### config.mk
export PLATFORM = sky130hd
export DESIGN_NAME = lru_key_value_cache_flat
export DESIGN_NICKNAME = d
export VERILOG_FILES = /design/src/lkvc_pkg.sv /design/src/lkvc_req_if.sv /design/src/lkvc_rsp_if.sv /design/src/lru_key_value_cache.sv /design/src/flat_wrapper.sv
export SDC_FILE = /design/constraint.sdc
export NUM_CORES = 2
export LEC_CHECK = 0
export BUFFER_PORTS_ARGS = -buffer_cell sky130_fd_sc_hd__buf_2
export CORE_MARGIN = 2
export CORE_UTILIZATION = 25
export CTS_CLUSTER_SIZE = 10
export DETAILED_ROUTE_END_ITERATION = 16
export PLACE_DENSITY = 0.38
export REMOVE_ABC_BUFFERS = 1
export SLEW_MARGIN = 20
export SYNTH_ARGS = -nofsm -noshare
export SYNTH_HDL_FRONTEND = slang
export SYNTH_SLANG_ARGS = --single-unit
### constraint.sdc
create_clock -name clk -period 12.2 [get_ports clk]
set_input_delay 2.44 -clock clk [delete_from_list [all_inputs] [get_ports clk]]
set_output_delay 2.44 -clock clk [all_outputs]
set_load 0.03 [all_outputs]
### src/lkvc_pkg.sv
// ----------------------------------------------------------------------------
// lkvc_pkg: shared types and constants of the LRU key-value cache
// Entry count, field widths, command codes and derived index/count widths.
// ----------------------------------------------------------------------------
package lkvc_pkg;

  localparam int ENTRIES = 16;
  localparam int CAP_W   = 5;
  localparam int KEY_W   = 32;
  localparam int VAL_W   = 32;
  localparam int IDX_W   = (ENTRIES > 1) ? $clog2(ENTRIES) : 1;
  localparam int CNT_W   = $clog2(ENTRIES + 1);
  localparam int CMP_W   = (CNT_W > CAP_W) ? CNT_W : CAP_W;

  typedef logic [IDX_W-1:0]        idx_t;
  typedef logic [IDX_W-1:0]        rank_t;
  typedef logic [CNT_W-1:0]        cnt_t;
  typedef logic [CAP_W-1:0]        cap_t;
  typedef logic signed [KEY_W-1:0] key_t;
  typedef logic signed [VAL_W-1:0] val_t;

  typedef enum logic {
    CMD_GET = 1'b0,
    CMD_PUT = 1'b1
  } cmd_t;

  localparam cap_t CAPACITY_RESET = CAP_W'(16);
  localparam val_t MISS_VALUE     = '1;
  localparam val_t PUT_VALUE      = '0;

endpackage

### src/lkvc_req_if.sv
// ----------------------------------------------------------------------------
// lkvc_req_if: request channel of the LRU key-value cache
// Valid/ready handshake carrying a get or put command with key and value.
// ----------------------------------------------------------------------------
interface lkvc_req_if;
  logic              valid;
  logic              ready;
  lkvc_pkg::cmd_t    command;
  lkvc_pkg::key_t    key;
  lkvc_pkg::val_t    value;

  modport source (output valid, output command, output key, output value, input ready);
  modport sink   (input valid, input command, input key, input value, output ready);
endinterface

### src/lkvc_rsp_if.sv
// ----------------------------------------------------------------------------
// lkvc_rsp_if: response channel of the LRU key-value cache
// Valid/ready handshake carrying the hit flag, read data and eviction flag.
// ----------------------------------------------------------------------------
interface lkvc_rsp_if;
  logic              valid;
  logic              ready;
  logic              found;
  lkvc_pkg::val_t    read_value;
  logic              evicted;

  modport source (output valid, output found, output read_value, output evicted,
                  input ready);
  modport sink   (input valid, input found, input read_value, input evicted,
                  output ready);
endinterface

### src/lru_key_value_cache.sv
// ----------------------------------------------------------------------------
// lru_key_value_cache: fully associative key-value store, LRU replacement
// Pipeline: input register, then one pass of lookup and update logic into the
//   response register.
// Throughput: one request per cycle while the response side does not stall;
//   the per-entry key compare and rank update all happen in that single pass.
// Reset: synchronous; all entries empty, ranks zero, capacity back to 16.
//   No clearing pass, the cache takes requests in the cycle after reset.
// ----------------------------------------------------------------------------
module lru_key_value_cache (
  input  logic                 clk,
  input  logic                 rst,
  input  logic                 cfg_we,
  input  lkvc_pkg::cap_t       cfg_wdata,
  lkvc_req_if.sink             req,
  lkvc_rsp_if.source           rsp
);

  // Configuration
  lkvc_pkg::cap_t  capacity;

  // Input register
  logic            in_valid;
  lkvc_pkg::cmd_t  in_cmd;
  lkvc_pkg::key_t  in_key;
  lkvc_pkg::val_t  in_value;

  // Response register
  logic            out_valid;
  logic            out_found;
  lkvc_pkg::val_t  out_read_value;
  logic            out_evicted;

  // Cache state: keys and values are only read behind a valid bit
  lkvc_pkg::key_t  entry_keys   [lkvc_pkg::ENTRIES];
  lkvc_pkg::val_t  entry_values [lkvc_pkg::ENTRIES];
  logic [lkvc_pkg::ENTRIES-1:0] entry_valid;
  lkvc_pkg::rank_t recency_rank [lkvc_pkg::ENTRIES];
  lkvc_pkg::cnt_t  valid_count;

  // Lookup / update pass
  logic            fire;
  logic            is_put;
  logic [lkvc_pkg::ENTRIES-1:0] hit_vec;
  logic            hit;
  lkvc_pkg::idx_t  hit_idx;
  lkvc_pkg::idx_t  free_idx;
  lkvc_pkg::idx_t  evict_idx;
  lkvc_pkg::rank_t last_rank;
  logic            room;
  logic            do_insert;
  logic            do_replace;
  logic            do_touch;
  lkvc_pkg::idx_t  tgt_idx;
  lkvc_pkg::rank_t old_rank;
  lkvc_pkg::val_t  rd_value;

  // --------------------------------------------------------------------------
  // Handshake: the pass runs when the input register holds a request and the
  // response register is empty or being drained this cycle.
  // --------------------------------------------------------------------------
  assign fire      = in_valid && (!out_valid || rsp.ready);
  assign req.ready = !in_valid || fire;

  assign rsp.valid      = out_valid;
  assign rsp.found      = out_found;
  assign rsp.read_value = out_read_value;
  assign rsp.evicted    = out_evicted;

  // Capacity register: written only while the cache is idle (the user's rule; not enforced here)
  always_ff @(posedge clk) begin
    if (rst) begin
      capacity <= lkvc_pkg::CAPACITY_RESET;
    end else if (cfg_we) begin
      capacity <= cfg_wdata;
    end
  end

  // Input register control
  always_ff @(posedge clk) begin
    if (rst) begin
      in_valid <= 1'b0;
    end else if (req.ready) begin
      in_valid <= req.valid;
    end
  end

  // Input register payload: capture on each transfer
  always_ff @(posedge clk) begin
    if (req.valid && req.ready) begin
      in_cmd   <= req.command;
      in_key   <= req.key;
      in_value <= req.value;
    end
  end

  // --------------------------------------------------------------------------
  // Associative lookup: compare the key against every entry in parallel and
  // take the lowest matching slot. Also pick the lowest free slot and the
  // least recently used slot (rank equal to count minus one).
  // --------------------------------------------------------------------------
  assign last_rank = lkvc_pkg::IDX_W'(valid_count - lkvc_pkg::CNT_W'(1));

  always_comb begin
    hit_vec   = '0;
    hit_idx   = '0;
    free_idx  = '0;
    evict_idx = '0;
    for (int i = lkvc_pkg::ENTRIES - 1; i >= 0; i--) begin
      hit_vec[i] = entry_valid[i] && (entry_keys[i] == in_key);
      if (hit_vec[i]) begin
        hit_idx = lkvc_pkg::IDX_W'(i);
      end
      if (!entry_valid[i]) begin
        free_idx = lkvc_pkg::IDX_W'(i);
      end
      if (entry_valid[i] && (recency_rank[i] == last_rank)) begin
        evict_idx = lkvc_pkg::IDX_W'(i);
      end
    end
  end

  assign hit    = |hit_vec;
  assign is_put = (in_cmd == lkvc_pkg::CMD_PUT);

  // Room for a new entry: below both the capacity register and the array size
  assign room = (lkvc_pkg::CMP_W'(valid_count) < lkvc_pkg::CMP_W'(capacity)) &&
                (valid_count < lkvc_pkg::CNT_W'(lkvc_pkg::ENTRIES));

  // Put miss with room fills a free slot; without room it overwrites the LRU
  // slot. With capacity zero and nothing stored, a put miss stores nothing.
  assign do_insert  = is_put && !hit && room;
  assign do_replace = is_put && !hit && !room && (valid_count != '0);
  assign do_touch   = hit || do_insert || do_replace;

  always_comb begin
    priority if (hit) begin
      tgt_idx  = hit_idx;
      old_rank = recency_rank[hit_idx];
    end else if (do_insert) begin
      tgt_idx  = free_idx;
      old_rank = last_rank;
    end else begin
      tgt_idx  = evict_idx;
      old_rank = last_rank;
    end
  end

  always_comb begin
    priority if (is_put) begin
      rd_value = lkvc_pkg::PUT_VALUE;
    end else if (hit) begin
      rd_value = entry_values[hit_idx];
    end else begin
      rd_value = lkvc_pkg::MISS_VALUE;
    end
  end

  // --------------------------------------------------------------------------
  // State update: the touched slot becomes rank zero. On insert every valid
  // entry ages; otherwise only entries more recent than the touched one age.
  // --------------------------------------------------------------------------
  always_ff @(posedge clk) begin
    if (rst) begin
      entry_valid <= '0;
      valid_count <= '0;
      for (int j = 0; j < lkvc_pkg::ENTRIES; j++) begin
        recency_rank[j] <= '0;
      end
    end else if (fire && do_touch) begin
      for (int j = 0; j < lkvc_pkg::ENTRIES; j++) begin
        if (lkvc_pkg::IDX_W'(j) == tgt_idx) begin
          recency_rank[j] <= '0;
        end else if (entry_valid[j] && (do_insert || (recency_rank[j] < old_rank))) begin
          recency_rank[j] <= recency_rank[j] + lkvc_pkg::IDX_W'(1);
        end
      end
      if (do_insert) begin
        entry_valid[tgt_idx] <= 1'b1;
        valid_count          <= valid_count + lkvc_pkg::CNT_W'(1);
      end
    end
  end

  // Key and value storage: written by any put that lands in a slot
  always_ff @(posedge clk) begin
    if (fire && is_put && do_touch) begin
      entry_keys[tgt_idx]   <= in_key;
      entry_values[tgt_idx] <= in_value;
    end
  end

  // Response register control: load on the pass, drop once taken
  always_ff @(posedge clk) begin
    if (rst) begin
      out_valid <= 1'b0;
    end else if (fire) begin
      out_valid <= 1'b1;
    end else if (rsp.ready) begin
      out_valid <= 1'b0;
    end
  end

  always_ff @(posedge clk) begin
    if (fire) begin
      out_found      <= hit;
      out_read_value <= rd_value;
      out_evicted    <= is_put && !hit && !room;
    end
  end

  // --------------------------------------------------------------------------
  // Assertions
  // --------------------------------------------------------------------------
  a_count_matches_valid: assert property (@(posedge clk) disable iff (rst)
    $countones(entry_valid) == int'(valid_count))
    else $error("valid_count disagrees with the valid bits");

  a_count_bounded: assert property (@(posedge clk) disable iff (rst)
    valid_count <= lkvc_pkg::CNT_W'(lkvc_pkg::ENTRIES))
    else $error("valid_count exceeds the entry count");

  a_insert_grows: assert property (@(posedge clk) disable iff (rst)
    (fire && do_insert) |=> (valid_count == $past(valid_count) + lkvc_pkg::CNT_W'(1)))
    else $error("insert did not grow valid_count");

  a_hit_keeps_count: assert property (@(posedge clk) disable iff (rst)
    (fire && hit) |=> (valid_count == $past(valid_count)))
    else $error("hit changed valid_count");

endmodule

### src/flat_wrapper.sv
// flat-port wrapper written by rule: the top's interface ports become plain ports
module lru_key_value_cache_flat 
  (clk, rst, cfg_we, cfg_wdata, req_valid, req_command, req_key, req_value, req_ready, rsp_valid, rsp_found, rsp_read_value, rsp_evicted, rsp_ready);
  lkvc_req_if req_i ();
  lkvc_rsp_if rsp_i ();
  input  logic clk;
  input  logic rst;
  input  logic cfg_we;
  input  lkvc_pkg::cap_t cfg_wdata;
  input wire logic [$bits(req_i.valid)-1:0] req_valid;
  input wire logic [$bits(req_i.command)-1:0] req_command;
  input wire logic [$bits(req_i.key)-1:0] req_key;
  input wire logic [$bits(req_i.value)-1:0] req_value;
  output wire logic [$bits(req_i.ready)-1:0] req_ready;
  output wire logic [$bits(rsp_i.valid)-1:0] rsp_valid;
  output wire logic [$bits(rsp_i.found)-1:0] rsp_found;
  output wire logic [$bits(rsp_i.read_value)-1:0] rsp_read_value;
  output wire logic [$bits(rsp_i.evicted)-1:0] rsp_evicted;
  input wire logic [$bits(rsp_i.ready)-1:0] rsp_ready;
  assign req_i.valid = req_valid;
  assign req_i.command = req_command;
  assign req_i.key = req_key;
  assign req_i.value = req_value;
  assign req_ready = req_i.ready;
  assign rsp_valid = rsp_i.valid;
  assign rsp_found = rsp_i.found;
  assign rsp_read_value = rsp_i.read_value;
  assign rsp_evicted = rsp_i.evicted;
  assign rsp_i.ready = rsp_ready;
  lru_key_value_cache u_core (.clk(clk), .rst(rst), .cfg_we(cfg_we), .cfg_wdata(cfg_wdata), .req(req_i), .rsp(rsp_i));
endmodule
==> metrics.md <==
| Metric | Value |
|---|---|
| Status | complete, no violations |
| Die X-Extent | ~470 um |
| Clock Skew | between 30 and 40 ps |
| Int Pwr | 6.98 mW |
| Critical path class | reg -> reg |
| R2R Setup Slk | 4520 ps |
| Total Routing Usage GR | 0.159 |
| Post-Syn Instances | 3870 |
| Number of buffers inserted by port buffering | 110 |
| DRC | 0 |
| Fmax | between 100 and 150 MHz |
| Sequential area share after synthesis | 0.657 |
| Synth unique cells | 73 |
| Post-synthesis instance area | 0.0551 mm2 |
| Pwr/cell area | between 100 and 150 mW/mm2 |
| Worst path slowest cell | nor4_1 |
| Max Cap Viol | 0 |
| Root Buffer | clkbuf_16 |
| Clock latency on the worst-skew pair | 800 ps |
| CP required | ~13000 ps |
| Routability cong. | 0.830 |
| Slew Limit Headroom | 0.141 |
| Postcts setup bufs | 0 |
| Post-DP HPWL | approximately 110000 um |
| Slew @ Worst Pin | ~1300 ps |
| Fin crit share | 0.629 |
| Crit path cell chain | buf_4, xnor2_1, nand4_1, nor4_1, nand3_1, o21ai_0, and2_1, a21o_4, mux2_2, o21ai_0, o21ai_0, a21oi_2, buf_4, ha_1, a21o_1, a21o_1, a21oi_1, o211ai_1, a31oi_1, a311oi_1, a31oi_1 |
| Clk network pwr share | 0.437 |
| R2r endpoint | u_core.recency_rank[0][3] |
| Total gr overflow | 0 |
| Worst slack, placed | around 4600 ps |
| RSZ-0062 raised after global routing | no |
| Die area | roughly 0.22 mm2 |
| Crit path DAT | between 8000 and 9000 ps |
| Critical Path Sink | u_core.recency_rank[0][3] |
| Synthesis-stage register bit count | 1215 |
| Setup crit start kind | flip-flop |
| Stages on the worst setup path | 21 |
| Setup crit start | u_core.in_key[29] |
| Final Hold Viols | 0 |
| Vias in the first global route | around 33000 |
| Worst hold slack | between 500 and 600 ps |
| Worst-path clk slew | around 60 ps |
| Starting density of the core | 0.251 |
| Share of the synthesized area in the top cell type | 0.646 |
| Number of endpoints failing setup at the final stage | 0 |
| TritonRoute pass-1 iters | 5 |
| Final WS setup | approximately 4500 ps |
| Commonest cells in the netlist | edfxtp_1, xnor2_1, xor2_1, nand2_1, mux2i_1 |
| Crit. End Element | flip-flop |
| Reg2Reg Depth | 21 |
| Row count | 172 |
| Sw Share | 0.233 |
| Number of flops mapped to enable cells by yosys | about 1200 |
| Die span in y | around 470 um |
| Post_cts resized | 0 |
| Slew Limit Fails | 0 |
| Global-route wire length before repair | 257000 um |
| Worst path top cell family by delay | compound AO/OA/AOI/OAI gates |
| Synthesized area per cell | between 10 and 15 um2 |
| DR vias | around 33000 |
| DR vias/cell | approximately 4.8 |
| Cts hold-fix bufs | 0 |
| Async SR Flop Fraction | 0 |
| Core ar. | around 0.22 mm2 |
| Top post-synthesis cells by area | edfxtp_1, xnor2_1, xor2_1 |
| Htree depth | 4 |
| Worst min path class | reg -> reg |
| CP most frequent cell | o21ai_0 |
| Net count, final | between 4000 and 5000 |
| Largest net degree at the start of global routing | around 150 |
| Bufs and invs on worst path | 2 |
| Wire per inst | around 26 um |
| Top FF cell, synth | edfxtp_1 |
| Share of cells above drive strength 1 | 0.129 |
| Max clock buf depth | 3 |
| Leading area contributor after synthesis | edfxtp_1 |
| CTS Buf Count | between 100 and 150 |
| TritonCTS clock tree | yes |
| Net Switching | approximately 2.1 mW |
| CTS sink count | approximately 1200 |
| Most common cell in the synthesized netlist | edfxtp_1 |
| Critical path fanouts, max | 32 |
| P_leak | 20.3 nW |
| Remaining antenna violation count | 0 |
| Post-Route Utilization | 0.289 |
| Setup TNS | 0 ps |
| Layout area overhead | 15.2% |
| Power Total | slightly above 9 mW |
| Number of synthesis warnings | 0 |
| Reg power frac | 0.515 |
| Ports | around 110 |
| Post-layout minimum cycle time | around 7700 ps |
| 1st-iter DRT viols | about 2400 |
| R2R Path Start | u_core.in_key[29] |
| Comb pwr share | 0.048 |
| Slowest stage delay, CP | 930 ps |
| Initial antenna violation count | 8 |
| Worst vdd ir | 0.104 mV |
| Total wire length | 180000 um |
==> per-layer routing <==
metal  share of wire  vias up  track usage
met5         0.00015        -            0
met4           0.024        4       0.0408
met3           0.032      236       0.0221
met2            0.46      679        0.254
met1            0.48    17200        0.224
li1                -    15200            -
==> worst register-to-register path, stage by stage (launching register included) <==
cell,delay (ps)
edfxtp_1,350
buf_4,340
xnor2_1,510
nand4_1,160
nor4_1,930
nand3_1,340
o21ai_0,350
and2_1,340
a21o_4,440
mux2_2,410
o21ai_0,240
o21ai_0,150
a21oi_2,640
buf_4,330
ha_1,280
a21o_1,180
a21o_1,170
a21oi_1,140
o211ai_1,90
a31oi_1,420
a311oi_1,90
a31oi_1,420
==> power groups by stage <==
stage / sequential (mW) / clock (mW) / combinational (mW)
finish: 4.68 / 3.98 / 0.436
CTS: 4.68 / 4.11 / 0.442
floorplan: 4.80 / 0 / 0.192
detailed placement: 4.77 / 0 / 0.440
global route: 4.69 / 4.26 / 0.472
global placement: 4.77 / 0 / 0.444
==> metrics by stage <==
stage                     instance area, um2  instances
after global routing                   63500       6972
after detailed placement               59400       6749
after CTS                              63500       6971
after floorplan                        54200       3666
after global placement                 59400       6749
final                                  63500       6974
==> final cells by class <==
type,instances,area (um2)
clock inverter,32,332
multi-input combinational,2400,18000
timing repair buffer,212,1330
fill,22100,156000
sequential,1215,36200
antenna,3,7.51
tap,2871,3590
clock buffer,190,3840
inverter,51,191
==> flip-flops by register name, summed over array words and instances, names as in the netlist <==
name                   count
u_core.recency_rank       64
u_core.in_cmd              1
u_core.entry_values      512
u_core.rsp.read_value     32
u_core.valid_count         5
u_core.rsp.valid           1
u_core.entry_valid        16
u_core.rsp.evicted         1
u_core.in_key             32
u_core.in_valid            1
u_core.entry_keys        512
u_core.rsp.found           1
u_core.capacity            5
u_core.in_value           32
==> worst min path at each step <==
| stage | startpoint | end | slack (ps) | cells past startpoint |
|---|---|---|---|---|
| detailed placement | u_core.capacity[3] | u_core.capacity[3] | 490 | 2 |
| floorplan | u_core.capacity[1] | u_core.capacity[1] | 460 | 2 |
| global placement | u_core.capacity[3] | u_core.capacity[3] | 480 | 2 |
| finish | u_core.capacity[1] | u_core.capacity[1] | 500 | 2 |
| CTS | u_core.capacity[1] | u_core.capacity[1] | 500 | 2 |
| global route | u_core.capacity[1] | u_core.capacity[1] | 520 | 2 |
==> logic make-up (layout without fill, tap and decap cells) <==
kind of cell               count (synthesis)  count (layout)  share of synthesized area
DFF                                     1215            1215                      0.657
AOI/OAI and AO/OA                        575             575                     0.0705
other                                      0               3                          0
adders and majority gates                 71              71                     0.0161
xor gates and xnor gates                 592             592                     0.0983
muxes                                    262             262                     0.0499
and+or+nand+nor                          900             900                     0.0886
buffers and inverters                    255             485                     0.0201
==> layout by cell type (no fill, tap or decap), types with 15 or more instances in the layout <==
cell type,synthesis,layout
a211oi_1,115,114
a21o_1,30,29
a21oi_1,150,145
a221o_1,33,33
a31oi_1,25,25
and2_1,46,45
buf_2,77,110
buf_4,7,101
clkbuf_1,102,43
clkbuf_16,0,147
clkinv_1,0,15
dfxtp_1,28,28
edfxtp_1,1187,1187
ha_1,71,71
inv_1,50,50
mux2_2,102,102
mux2i_1,160,160
nand2_1,199,199
nand2b_1,47,47
nand3_1,68,68
nand4_1,136,136
nand4b_1,19,19
nor2_1,109,103
nor3_1,54,52
nor4_1,123,123
nor4b_1,16,16
o211ai_1,21,21
o21ai_0,101,101
xnor2_1,289,289
xnor3_1,17,17
xor2_1,286,285
Note: power is estimated with default switching activity, not from simulation.
